===== src/hw/rtl/fraction_reduce_and_compare_assert.svh =====
// ----------------------------------------------------------------------------
// fraction_reduce_and_compare assertion macros
// shared property wrappers for the fraction reduce and compare block
// ----------------------------------------------------------------------------
`ifndef FRACTION_REDUCE_AND_COMPARE_ASSERT_SVH
`define FRACTION_REDUCE_AND_COMPARE_ASSERT_SVH

// consequent must hold in the same cycle as the antecedent
`define FRC_ASSERT_NOW(label, clk, rstn, ante, cons) \
    label: assert property (@(posedge clk) disable iff (!(rstn)) (ante) |-> (cons)) \
        else $error("frc assertion failed");

// consequent must hold in the cycle after the antecedent
`define FRC_ASSERT_NEXT(label, clk, rstn, ante, cons) \
    label: assert property (@(posedge clk) disable iff (!(rstn)) (ante) |=> (cons)) \
        else $error("frc assertion failed");

`endif


===== src/hw/rtl/frc_pkg.sv =====
// ----------------------------------------------------------------------------
// frc_pkg
// widths, stream layout and controller/datapath command types
// ----------------------------------------------------------------------------
package frc_pkg;

    localparam int DW         = 32;
    localparam int NUM_FIELDS = 4;
    localparam int CNT_W      = $clog2(DW);
    localparam int K_W        = $clog2(DW);
    localparam int PROD_W     = 2 * DW;

    // stream widths, padded to whole bytes
    localparam int S_TDATA_W  = ((NUM_FIELDS * DW + 7) / 8) * 8;
    localparam int M_FIELD_W  = NUM_FIELDS * DW + 3;
    localparam int M_TDATA_W  = ((M_FIELD_W + 7) / 8) * 8;
    localparam int M_PAD_W    = M_TDATA_W - M_FIELD_W;

    // commands from controller to datapath
    typedef struct packed {
        logic load;
        logic gcd_step;
        logic div_init;
        logic div_step;
        logic fix;
        logic mul;
        logic out_load;
    } frc_cmd_t;

    // status from datapath to controller
    typedef struct packed {
        logic gcd_done;
    } frc_sts_t;

endpackage


===== src/hw/rtl/frc_ctrl.sv =====
// ----------------------------------------------------------------------------
// frc_ctrl
// sequencer for load, gcd, division, sign fix, multiply and result transfer
// ----------------------------------------------------------------------------
`include "fraction_reduce_and_compare_assert.svh"

module frc_ctrl (
    input  logic              aclk,
    input  logic              aresetn,
    input  logic              s_tvalid,
    output logic              s_tready,
    output logic              m_tvalid,
    input  logic              m_tready,
    output frc_pkg::frc_cmd_t cmd_o,
    input  frc_pkg::frc_sts_t sts_i
);

    typedef enum logic [5:0] {
        ST_IDLE = 6'b000001,
        ST_GCD  = 6'b000010,
        ST_DIV  = 6'b000100,
        ST_FIX  = 6'b001000,
        ST_MUL  = 6'b010000,
        ST_OUT  = 6'b100000
    } state_t;

    localparam logic [frc_pkg::CNT_W-1:0] CNT_LAST = frc_pkg::CNT_W'(frc_pkg::DW - 1);

    state_t                    state_reg, state_next;
    logic [frc_pkg::CNT_W-1:0] cnt_reg, cnt_next;
    logic                      out_valid_reg, out_valid_next;

    // next state and commands
    always_comb begin
        state_next = state_reg;
        cnt_next   = cnt_reg;
        cmd_o      = '0;
        s_tready   = 1'b0;
        case (state_reg)
            ST_IDLE: begin
                s_tready = 1'b1;
                if (s_tvalid) begin
                    cmd_o.load = 1'b1;
                    state_next = ST_GCD;
                end
            end
            ST_GCD: begin
                if (sts_i.gcd_done) begin
                    cmd_o.div_init = 1'b1;
                    cnt_next       = '0;
                    state_next     = ST_DIV;
                end else begin
                    cmd_o.gcd_step = 1'b1;
                end
            end
            ST_DIV: begin
                cmd_o.div_step = 1'b1;
                if (cnt_reg == CNT_LAST) begin
                    state_next = ST_FIX;
                end else begin
                    cnt_next = cnt_reg + 1'b1;
                end
            end
            ST_FIX: begin
                cmd_o.fix  = 1'b1;
                state_next = ST_MUL;
            end
            ST_MUL: begin
                cmd_o.mul  = 1'b1;
                state_next = ST_OUT;
            end
            ST_OUT: begin
                if (!out_valid_reg || m_tready) begin
                    cmd_o.out_load = 1'b1;
                    state_next     = ST_IDLE;
                end
            end
            default: begin
                state_next = ST_IDLE;
            end
        endcase
    end

    // output register valid flag
    always_comb begin
        out_valid_next = out_valid_reg;
        if (cmd_o.out_load) begin
            out_valid_next = 1'b1;
        end else if (m_tready) begin
            out_valid_next = 1'b0;
        end
    end

    always_ff @(posedge aclk) begin
        if (!aresetn) begin
            state_reg     <= ST_IDLE;
            cnt_reg       <= '0;
            out_valid_reg <= 1'b0;
        end else begin
            state_reg     <= state_next;
            cnt_reg       <= cnt_next;
            out_valid_reg <= out_valid_next;
        end
    end

    assign m_tvalid = out_valid_reg;

    // checks
    `FRC_ASSERT_NEXT(a_load_starts_gcd, aclk, aresetn, s_tvalid && s_tready, state_reg == ST_GCD)
    `FRC_ASSERT_NEXT(a_div_ends, aclk, aresetn, state_reg == ST_DIV && cnt_reg == CNT_LAST, state_reg == ST_FIX)
    `FRC_ASSERT_NOW(a_no_overwrite, aclk, aresetn, cmd_o.out_load, !out_valid_reg || m_tready)
    `FRC_ASSERT_NEXT(a_load_shows, aclk, aresetn, cmd_o.out_load, m_tvalid)

endmodule


===== config.mk =====
export PLATFORM = sky130hd
export DESIGN_NAME = frc_ctrl
export DESIGN_NICKNAME = d
export VERILOG_FILES = /design/src/hw/rtl/frc_pkg.sv /design/src/hw/rtl/frc_ctrl.sv
export VERILOG_INCLUDE_DIRS = /design/src /design/src/hw/rtl
export SDC_FILE = /design/constraint.sdc
export NUM_CORES = 1
export LEC_CHECK = 0
export ABC_AREA = 0
export BUFFER_PORTS_ARGS = -buffer_cell sky130_fd_sc_hd__buf_4
export CAP_MARGIN = 10
export CORE_MARGIN = 3
export CORE_UTILIZATION = 52
export DETAILED_ROUTE_END_ITERATION = 16
export PLACE_DENSITY_LB_ADDON = 0.15
export SETUP_SLACK_MARGIN = 0.02
export SYNTH_ARGS = -nofsm -noshare
export SYNTH_HDL_FRONTEND = slang
export SYNTH_SLANG_ARGS = --single-unit

===== constraint.sdc =====
create_clock -name aclk -period 1.9 [get_ports aclk]
set_input_delay 0.19 -clock aclk [delete_from_list [all_inputs] [get_ports aclk]]
set_output_delay 0.19 -clock aclk [all_outputs]
set_load 0.01 [all_outputs]

==> results of run 1 <==
==> tightest hold or removal path, stage by stage <==
cell                       delay [ns]
sky130_fd_sc_hd__buf_4           0.08
sky130_fd_sc_hd__nand2b_1        0.10
sky130_fd_sc_hd__a21boi_0        0.07
==> metal layers <==
metal	wire (um)	part of all wire	vias up	GRT usage
met2	690	0.46	11	0.2791
li1	-	-	322	-
met1	722	0.48	294	0.2170
met3	47	0.031	5	0.03734
met4	36	0.024	0	0.07229
met5	0	0	-	0
==> cells in the mapped netlist, drive strengths merged <==
cell type  count  share of area
a21boi         1          0.010
a21oi          2          0.019
a221oi         1          0.012
and2           5          0.042
and3           3          0.025
and3b          1          0.012
buf            5          0.046
clkbuf         2          0.010
dfxtp         12           0.32
ha             2          0.034
inv            1         0.0051
mux2i          3          0.041
nand2          8          0.041
nand2b         3          0.025
nand3          3          0.020
nand3b         2          0.020
nand4          1         0.0085
nand4b         1          0.012
nor2           3          0.015
nor2b          3          0.025
nor3           4          0.034
nor3b          2          0.020
nor4           2          0.046
nor4b          1          0.012
o211ai         1          0.010
o21a           1          0.010
o21ai          1          0.012
o21bai         1          0.010
o22ai          3          0.025
o41ai          1          0.037
or2b           1          0.010
or4            1          0.015
xor2           1          0.012
==> kinds of logic (layout without fill, tap and decap cells) <==
family	Yosys count	after routing	share of synthesized area
compound gates	12	12	0.1453
simple gates	44	44	0.3834
fa+ha+maj	2	2	0.03378
buf+inv	8	20	0.06081
xor+xnor	1	1	0.01183
mux	3	3	0.04054
flops	12	12	0.3243
==> per-stage QoR <==
| step | cells | worst slack [ns] | util |
|---|---|---|---|
| floorplan | 82 | 0.3165 | - |
| global placement | 104 | 0.2423 | 0.6821 |
| detailed placement | 104 | 0.1624 | 0.6821 |
| CTS | 108 | 0.02456 | 0.7140 |
| global route | 108 | -0.03694 | 0.7202 |
| finish | 108 | 0.04007 | 0.7202 |
==> placed cells by master (no fill, tap or decap), types with 2 or more instances in the layout <==
master / count
sky130_fd_sc_hd__dfxtp_2: 2
sky130_fd_sc_hd__ha_1: 2
sky130_fd_sc_hd__nand2_1: 8
sky130_fd_sc_hd__clkbuf_4: 3
sky130_fd_sc_hd__mux2i_1: 3
sky130_fd_sc_hd__and3_1: 3
sky130_fd_sc_hd__nor2b_1: 3
sky130_fd_sc_hd__and2_1: 4
sky130_fd_sc_hd__nor3_1: 3
sky130_fd_sc_hd__nand3_1: 3
sky130_fd_sc_hd__o22ai_1: 3
sky130_fd_sc_hd__nand2b_1: 3
sky130_fd_sc_hd__nand3b_1: 2
sky130_fd_sc_hd__nor2_1: 3
sky130_fd_sc_hd__dfxtp_1: 10
sky130_fd_sc_hd__buf_4: 15
==> how the worst max path moves through the flow <==
stage | startpoint | end | slack [ns] | cells past startpoint
after floorplan | cnt_reg[0]$_SDFFE_PN0P_ | cnt_reg[1]$_SDFFE_PN0P_ | 0.32 | 7
after CTS | state_reg[2]$_SDFFE_PN0P_ | cmd_o[6] | 0.02 | 4
final | state_reg[2]$_SDFFE_PN0P_ | cmd_o[6] | 0.04 | 4
after global routing | state_reg[2]$_SDFFE_PN0P_ | cmd_o[6] | -0.04 | 4
after detailed placement | cnt_reg[0]$_SDFFE_PN0P_ | cnt_reg[2]$_SDFFE_PN0P_ | 0.16 | 7
after global placement | cnt_reg[0]$_SDFFE_PN0P_ | cnt_reg[0]$_SDFFE_PN0P_ | 0.24 | 7
==> cell type report <==
type,instances,share of cell area
Sequential cell,12,0.2771
Multi-Input combinational cell,62,0.5286
Inverter,1,0.004286
Clock buffer,4,0.04143
Timing Repair Buffer,15,0.1286
Tap cell,14,0.02000
==> report_power, final <==
group          switching (mW)  internal, mW  leakage (nW)
Sequential             0.0112         0.257        0.0981
Combinational          0.0556        0.0580         0.253
Clock                  0.0866         0.117        0.0210
Total                   0.153         0.432         0.372
==> results.py, run 1 <==
metrics = {
    "global_route": {
        "grt_start_max_net_pins": 17,
        "grt_antenna_before_repair": 0,
        "grt_first_pass_wirelength_um": 2470,
        "grt_pass1_vias": 574,
        "globalRoute.totalOverflow": 0,
        "global_route_usage_over_all_layers": 0.1719,
    },
    "routing": {
        "wire_per_inst_um": 13.85,
        "detailroute.via_count": 632,
        "first_iter_violations": 24,
        "drt_first_pass_iters": 4,
        "detail_route.drc_violations": 0,
        "drtAntennaViolNets": 0,
        "avgViaCountPerCell": 5.852,
        "detail_route.wirelength_um": 1496,
    },
    "setup_path": {
        "crit_path_max_fanout": 7,
        "critical_path.max_stage_delay_ns": 0.58,
        "reg2reg_depth": 7,
        "critical_path_arrival_ns": 1.67,
        "rr_endpoint": "cnt_reg[2]$_SDFFE_PN0P_",
        "setup.worst_path.start_class": "flip-flop",
        "regToRegStartpoint": "cnt_reg[0]$_SDFFE_PN0P_",
        "cp_num_buf_inv": 1,
        "register_to_register_setup_slack_ns": 0.20,
        "timing_worst_setup_path_type": "reg2out",
        "critPathCaptureType": "output pin",
        "crit_required_ns": 1.71,
        "crit_slowest_cell": "sky130_fd_sc_hd__or4_4",
        "cpLargestDelayFamily": "simple AND/OR/NAND/NOR gates",
        "critical_path.cell_chain": "or4_4, nor3_2, and2_4, buf_4",
    },
    "clocking": {
        "cts_buffer_depth": 2,
        "ctsHtreeMaxLevel": 1,
        "postCtsHoldBufs": 0,
        "clkLatencyLatePin_ns": 0.27,
        "cts.root.buffer_cell": "sky130_fd_sc_hd__clkbuf_4",
        "ctsResizeCount": 2,
        "tritoncts": "built",
        "cts.reportedPaths.clkPinSlew_ns": 0.07,
        "cts_inserted_buffers": 3,
        "cts.sink_count": 12,
        "cts_setup_buffers": 0,
    },
    "hold_path": {
        "holdPathStages": 3,
        "worst_hold_path.endpoint": "m_tvalid$_SDFFE_PN0P_",
        "hp-start": "m_tready",
        "hold_path.class": "in2reg",
    },
    "finish": {
        "n_antenna_cell": 0,
        "final_cell_area_um2": 875.8,
        "num-fill-cells": 101,
        "layout-drive-gt1-share": 0.3191,
        "layout.area.seq_um2": 242.7,
        "largest_register_ffs": 6,
        "final_net_count": 102,
        "area_growth_syn_to_layout_pct": 18.24,
        "multiInputGateArea_um2": 462.9,
    },
    "yosys": {
        "synth.net_count": 89,
        "synth_sequential_area_ratio": 0.3243,
        "synth.avg_cell_area_um2": 9.033,
        "syn-instance-count": 82,
        "synthDistinctLibCells": 38,
        "synth_area_um2": 740.7,
        "number_of_warnings_issued_by_yosys": 0,
        "register_bit_count_reported_by_yosys": 12,
    },
    "sta": {
        "fin_worst_skew_ns": 0.001016,
        "setup_tns_ns": 0,
        "worst_pin_slew_ns": 0.4232,
        "timing_hold_violations_final": 0,
        "smallest_hold_slack_ns": 0.2167,
        "maxSlewHeadroom": 0.7175,
        "rsz_0062_raised_after_global_routing": "true",
        "max_freq_ghz": 0.5377,
        "slew_viol_final": 0,
        "number_of_setup_violations_in_the_final_report": 0,
        "final.min_clock_period_ns": 1.860,
        "finalCritPeriodShare": 0.9789,
    },
    "floorplanning": {
        "die_area_um2": 1913,
        "fp.dieW_um": 43.74,
        "coreArea_um2": 1216,
        "top_level_ports": 14,
        "floorplan.initialDensity": 0.6091,
        "chipHeight_um": 43.74,
        "placement_rows": 12,
    },
    "placement": {
        "port_buffers": 13,
        "dp_hpwl_um": 1115,
        "routabilityCongestion": 0.8615,
        "dpl_cell_area_um2": 829.5,
    },
    "power_and_ir_drop": {
        "leakagePower_nw": 0.3717,
        "p_total_uw": 585.2,
        "power_density_nw_per_um2": 668.2,
        "irDropWorstVdd_mv": 0.4863,
    },
    "flow_run": {
        "timing.max_cap.violations": 0,
    },
    "run_status": {
        "run_status": "completed",
    },
}
(Power assumes the default switching activity.)
==> inputs of run 2 (changes only) <==
Settings changed: ABC_AREA 0 to 1, CORE_UTILIZATION 52 to 51, PLACE_DENSITY from default to 0.75, PLACE_DENSITY_LB_ADDON 0.15 to default, REMOVE_ABC_BUFFERS from default to 1.
==> run 2 against run 1 <==
Net effect: flip-flop and latch count unchanged; via count up 5.5%; worst hold slack worse by 0.030 ns; non-clock buffer count down 2; first-iteration DRC count down 63%; highest routed layer unchanged; worst setup slack better by 0.30 ns.
==> results.py, run 2 <==
metrics = {
    "setup_path": {
        "regToRegStartpoint": "cnt_reg[0]$_SDFFE_PN0P_",
        "rr_endpoint": "state_reg[3]$_SDFFE_PN0P_",
        "crit_path_max_fanout": 5,
        "register_to_register_setup_slack_ns": 0.46,
        "critical_path_arrival_ns": 1.37,
        "reg2reg_depth": 10,
        "critPathCaptureType": "output pin",
        "timing_worst_setup_path_type": "reg2out",
        "crit_required_ns": 1.71,
        "setup.worst_path.start_class": "flip-flop",
    },
    "sta": {
        "slew_viol_final": 0,
        "max_freq_ghz": 0.6412,
        "number_of_setup_violations_in_the_final_report": 0,
        "setup_tns_ns": 0,
        "worst_pin_slew_ns": 0.3052,
        "timing_hold_violations_final": 0,
        "final.min_clock_period_ns": 1.560,
        "maxSlewHeadroom": 0.7963,
        "finalCritPeriodShare": 0.8208,
        "fin_worst_skew_ns": 0.002992,
        "rsz_0062_raised_after_global_routing": "false",
    },
    "floorplanning": {
        "chipHeight_um": 43.23,
        "placement_rows": 12,
        "fp.dieW_um": 43.23,
        "coreArea_um2": 1201,
        "floorplan.initialDensity": 0.5885,
        "top_level_ports": 14,
        "die_area_um2": 1869,
    },
    "yosys": {
        "share_of_the_synthesized_area_in_the_top_cell_type": 0.3398,
        "post-synth-top-count-cell": "sky130_fd_sc_hd__nor2_1",
        "synthDistinctLibCells": 21,
        "netlist.top_cell.by_area": "sky130_fd_sc_hd__dfxtp_1",
        "synth_area_um2": 706.9,
        "synth_edf_count": 0,
        "syn-instance-count": 104,
        "dominantRegCellSynth": "sky130_fd_sc_hd__dfxtp_1",
        "synth.avg_cell_area_um2": 6.797,
        "async_reset_ff_frac": 0,
        "synthTopCellsByCount": "21 x sky130_fd_sc_hd__nor2_1, 19 x sky130_fd_sc_hd__inv_1, 15 x sky130_fd_sc_hd__nand2_1, 12 x sky130_fd_sc_hd__dfxtp_1, 7 x sky130_fd_sc_hd__nand3_1",
        "ys_top_cells_by_area": "sky130_fd_sc_hd__dfxtp_1 34%, sky130_fd_sc_hd__nor2_1 11%, sky130_fd_sc_hd__inv_1 10%",
        "register_bit_count_reported_by_yosys": 12,
        "number_of_warnings_issued_by_yosys": 0,
        "synth_sequential_area_ratio": 0.3398,
    },
    "clocking": {
        "cts.root.buffer_cell": "sky130_fd_sc_hd__clkbuf_4",
        "tritoncts": "built",
        "cts.sink_count": 12,
        "ctsResizeCount": 0,
        "cts_buffer_depth": 2,
        "cts_inserted_buffers": 3,
        "clkLatencyLatePin_ns": 0.27,
        "cts.reportedPaths.clkPinSlew_ns": 0.07,
        "postCtsHoldBufs": 0,
        "ctsHtreeMaxLevel": 1,
        "cts_setup_buffers": 0,
    },
    "global_route": {
        "grt_pass1_vias": 599,
        "grt_start_max_net_pins": 9,
        "grt_first_pass_wirelength_um": 2504,
        "global_route_usage_over_all_layers": 0.1787,
        "grt_antenna_before_repair": 0,
        "globalRoute.totalOverflow": 0,
    },
    "hold_path": {
        "hp-start": "aresetn",
        "worst_hold_path.endpoint": "cnt_reg[4]$_SDFFE_PN0P_",
        "hold_path.class": "in2reg",
        "holdPathStages": 3,
    },
    "routing": {
        "first_iter_violations": 9,
        "detailroute.via_count": 667,
        "detail_route.wirelength_um": 1477,
        "detail_route.drc_violations": 0,
        "drtAntennaViolNets": 0,
        "wire_per_inst_um": 11.11,
        "drt_first_pass_iters": 4,
        "avgViaCountPerCell": 5.015,
    },
    "power_and_ir_drop": {
        "irDropWorstVdd_mv": 0.3376,
        "leakagePower_nw": 0.4718,
        "power_density_nw_per_um2": 607.3,
    },
    "finish": {
        "area_growth_syn_to_layout_pct": 18.41,
        "final_net_count": 128,
        "final_core_utilization": 0.6969,
        "n_antenna_cell": 0,
        "layout_commonest_cell": "sky130_fd_sc_hd__nor2_1",
        "most-common-layout-cells": "21 x sky130_fd_sc_hd__nor2_1, 19 x sky130_fd_sc_hd__inv_1, 15 x sky130_fd_sc_hd__nand2_1, 13 x sky130_fd_sc_hd__buf_4, 12 x sky130_fd_sc_hd__dfxtp_1",
        "largest_register_ffs": 6,
        "final_cell_area_um2": 837.1,
        "finish.cell_count_without_fillers": 133,
        "layout-drive-gt1-share": 0.2437,
    },
    "placement": {
        "dp_hpwl_um": 1107,
        "routabilityCongestion": 0.8130,
        "dpl_cell_area_um2": 814.5,
        "placed_instance_count": 130,
        "port_buffers": 13,
    },
    "run_status": {
        "run_status": "completed",
    },
    "flow_run": {
        "timing.max_cap.violations": 0,
    },
}
## run 2: cell count changes in the layout (fill, tap and decap cells not counted), moves of 4 or more
cell,before,now
sky130_fd_sc_hd__and2_1,4,0
sky130_fd_sc_hd__inv_1,1,19
sky130_fd_sc_hd__nand2_1,8,15
sky130_fd_sc_hd__nand3_1,3,7
sky130_fd_sc_hd__nor2_1,3,21
sky130_fd_sc_hd__o21ai_1,0,4
## run 2: metal layers
metal  wire (um)  GRT usage  part of all wire
met2         615     0.2537              0.42
met5           0          0                 0
met1         729     0.2417              0.49
met4          41    0.07229             0.028
met3          91    0.06356             0.062
## run 2: report_power, final
part	switching [mW]	internal, mW
Sequential	0.00848	0.260
Clock	0.0820	0.0734
Combinational	0.0495	0.0354
Total	0.140	0.368
## run 2: critical path, stage by stage (launching register included)
cell,delay (ns)
sky130_fd_sc_hd__dfxtp_1,0.34
sky130_fd_sc_hd__nor2_2,0.22
sky130_fd_sc_hd__nand2_1,0.10
sky130_fd_sc_hd__nor2_2,0.18
sky130_fd_sc_hd__nand2_1,0.10
sky130_fd_sc_hd__inv_1,0.06
sky130_fd_sc_hd__buf_4,0.11
## run 2: logic make-up (layout without fill, tap and decap cells)
logic type / after synthesis / after routing / share of synthesized area
fa+ha+maj: 2 / 2 / 0.03539
buf+inv: 21 / 36 / 0.1168
simple gates: 57 / 57 / 0.4053
xor+xnor: 1 / 1 / 0.01239
flops: 12 / 12 / 0.3398
compound gates: 11 / 11 / 0.09025
## run 2: stage by stage
step           hold WS (ns)  worst slack [ns]  power (mW)
2_1_floorplan        0.3276            0.5899      0.3269
3_3_place_gp         0.4664            0.5371      0.3565
3_5_place_dp         0.4668            0.4812      0.3584
4_1_cts              0.1767            0.3362      0.5130
5_1_grt              0.1930            0.1747      0.5380
6_report             0.1865            0.3404      0.5083
## run 2: cell type report
type                       count  area [um2]
clock buffer                   3       22.52
tap                           14       17.52
inverter                      20       75.07
sequential                    12       240.2
multi-input combinational     71       384.1
timing repair buffer          13       97.59
fill                         110       364.1
## run 2: how the worst max path moves through the flow
stage | startpoint | end | depth (start not counted)
4_1_cts | state_reg[2]$_SDFFE_PN0P_ | cmd_o[6] | 6
3_3_place_gp | cnt_reg[0]$_SDFFE_PN0P_ | cnt_reg[3]$_SDFFE_PN0P_ | 10
5_1_grt | state_reg[2]$_SDFFE_PN0P_ | cmd_o[6] | 6
3_5_place_dp | cnt_reg[0]$_SDFFE_PN0P_ | state_reg[3]$_SDFFE_PN0P_ | 10
2_1_floorplan | cnt_reg[0]$_SDFFE_PN0P_ | cnt_reg[0]$_SDFFE_PN0P_ | 10
6_report | state_reg[2]$_SDFFE_PN0P_ | cmd_o[6] | 6
==> inputs of run 3 (changes only) <==
Clock period 1.9 ns to 1.45 ns, I/O delays scaled along.
==> run 3 against run 2 <==
Net effect: the flow now finishes with violations (setup timing); clock power grew 83%; wire length up 73%; clock-buffer cell count is 1 higher; register-to-register slack lost 0.51 ns; clock skew grew 0.0037 ns; critical path type is now reg2reg; critical endpoint is now state_reg[3]$_SDFFE_PN0P_.
==> results.py, run 3 (same netlist as run 2, synthesis figures left out) <==
metrics = {
    "placement": {
        "dpl_cell_area_um2": 822.0,
        "port_buffers": 13,
        "routabilityCongestion": 0.8179,
        "dp_hpwl_um": 1139,
    },
    "clocking": {
        "cts_inserted_buffers": 3,
        "cts.sink_count": 12,
        "tritoncts": "built",
        "cts.root.buffer_cell": "sky130_fd_sc_hd__clkbuf_4",
        "cts_buffer_depth": 2,
        "postCtsHoldBufs": 0,
        "clkLatencyLatePin_ns": 0.28,
        "cts.reportedPaths.clkPinSlew_ns": 0.09,
        "ctsHtreeMaxLevel": 1,
    },
    "sta": {
        "max_freq_ghz": 0.6645,
        "slew_viol_final": 0,
        "rsz_0062_raised_after_global_routing": "true",
        "layout_setup_ws_ns": -0.05493,
        "finalCritPeriodShare": 1.038,
        "smallest_hold_slack_ns": 0.1267,
        "worst_pin_slew_ns": 0.2954,
        "final.min_clock_period_ns": 1.505,
        "number_of_setup_violations_in_the_final_report": 5,
        "fin_worst_skew_ns": 0.006693,
        "maxSlewHeadroom": 0.8029,
        "timing_hold_violations_final": 0,
    },
    "routing": {
        "wl_met2_um": 1242,
        "drt_first_pass_iters": 4,
        "detailroute.via_count": 846,
        "detail_route.wirelength_um": 2560,
        "met3_wire_length_um": 199,
        "post_route_m1_wl_um": 1023,
        "wire_per_inst_um": 17.30,
        "highest_layer": "met4",
        "first_iter_violations": 56,
        "drtAntennaViolNets": 0,
        "avgViaCountPerCell": 5.716,
        "detail_route.drc_violations": 0,
    },
    "floorplanning": {
        "coreArea_um2": 1201,
        "chipHeight_um": 43.23,
        "top_level_ports": 14,
        "fp.dieW_um": 43.23,
        "placement_rows": 12,
        "die_area_um2": 1869,
        "floorplan.initialDensity": 0.5885,
    },
    "finish": {
        "final_cell_area_um2": 1085,
        "layout-drive-gt1-share": 0.5224,
        "most-common-layout-cells": "23 x sky130_fd_sc_hd__buf_4, 16 x sky130_fd_sc_hd__inv_1, 16 x sky130_fd_sc_hd__nor2_1, 14 x sky130_fd_sc_hd__nand2_1, 6 x sky130_fd_sc_hd__nor2_2",
        "layout.area.seq_um2": 262.8,
        "area_growth_syn_to_layout_pct": 53.45,
        "n_antenna_cell": 0,
        "layout_commonest_cell": "sky130_fd_sc_hd__buf_4",
        "multiInputGateArea_um2": 466.7,
        "largest_register_ffs": 6,
        "final_net_count": 142,
        "num-fill-cells": 57,
    },
    "global_route": {
        "globalRoute.totalOverflow": 0,
        "grt_antenna_before_repair": 0,
        "grt_first_pass_wirelength_um": 3029,
        "global_route_usage_over_all_layers": 0.2187,
        "grt_pass1_vias": 672,
        "grt_start_max_net_pins": 9,
    },
    "hold_path": {
        "hold_path.class": "in2reg",
    },
    "setup_path": {
        "critical_path.cell_chain": "ha_4, nand2_2, nor2_2, ha_2, inv_2, nand2_4, nand2_1, nor2_2, nand2_1, nor2_1",
        "crit_slowest_cell": "sky130_fd_sc_hd__dfxtp_4",
        "timing_worst_setup_path_type": "reg2reg",
        "crit_required_ns": 1.67,
        "critical_path_arrival_ns": 1.73,
        "setup.worst_path.start_class": "flip-flop",
        "crit_path_max_fanout": 5,
        "critical_path.max_stage_delay_ns": 0.39,
        "critPathCaptureType": "flip-flop",
    },
    "power_and_ir_drop": {
        "clock_power_share": 0.348,
        "switching_power_as_a_share_of_total_power": 0.2968,
        "cell_internal_pwr_uw": 573.2,
        "leakagePower_nw": 0.5793,
        "irDropWorstVdd_mv": 0.7403,
        "power_density_nw_per_um2": 751.4,
        "p_total_uw": 815.1,
        "share_seq_of_total_power": 0.431,
        "comb_pwr_share": 0.221,
        "power.switching_uw": 241.9,
    },
    "run_status": {
        "violations_in_the_final_reports": "setup timing",
        "run_status": "finished, violations left",
    },
    "flow_run": {
        "timing.max_cap.violations": 0,
    },
}
[run 3: cell type report]
type | count | area share
clock buffers | 4 | 0.03345
inverters | 20 | 0.06920
multi-input cells | 71 | 0.4302
flip-flops and latches | 12 | 0.2422
well taps | 14 | 0.01615
repair buffers | 27 | 0.2088
[run 3: power groups by stage]
| stage | registers (mW) | logic, mW | clock network [mW] |
|---|---|---|---|
| final | 0.351 | 0.180 | 0.284 |
| after CTS | 0.351 | 0.123 | 0.275 |
| after global routing | 0.353 | 0.192 | 0.304 |
| after floorplan | 0.357 | 0.0710 | 0 |
| after global placement | 0.358 | 0.109 | 0 |
| after detailed placement | 0.359 | 0.110 | 0 |
[run 3: timing repair]
item,CTS,global route
buffers inserted,7,6
pin swaps,5,11
endpoints found under the setup margin,8,15
gates resized for setup,6,34
[run 3: worst paths after layout]
check	start	slack, ns	endpoint	cells past startpoint
worst max-delay path	cnt_reg[0]$_SDFFE_PN0P_	-0.05	state_reg[3]$_SDFFE_PN0P_	10
worst min-delay path	aresetn	0.13	cnt_reg[0]$_SDFFE_PN0P_	3
worst max register to register	cnt_reg[0]$_SDFFE_PN0P_	-0.05	state_reg[3]$_SDFFE_PN0P_	10
worst min register to register	cnt_reg[4]$_SDFFE_PN0P_	0.53	cnt_reg[4]$_SDFFE_PN0P_	2
[run 3: critical path, delay by kind of cell, from the launching register on]
family / cells / cell delay, ns
adders and majority gates: 2 / 0.34
and+or+nand+nor: 7 / 0.67
buffers and inverters: 1 / 0.04
DFF: 1 / 0.39
[run 3: per-stage QoR]
stage / std cells / worst slack, ns / setup TNS (ns) / utilization
2_1_floorplan: 103 / 0.1399 / 0 / -
3_3_place_gp: 131 / 0.09251 / 0 / 0.6844
3_5_place_dp: 131 / 0.03940 / 0 / 0.6844
4_1_cts: 142 / 0.008253 / 0 / 0.7854
5_1_grt: 148 / -0.1264 / -0.8993 / 0.9031
6_report: 148 / -0.05493 / -0.1662 / 0.9031
[run 3: routing by layer]
metal,GRT usage,up-vias
met1,0.2785,389
met5,0,-
met2,0.3510,61
met4,0.1024,0
li1,-,383
met3,0.03814,13
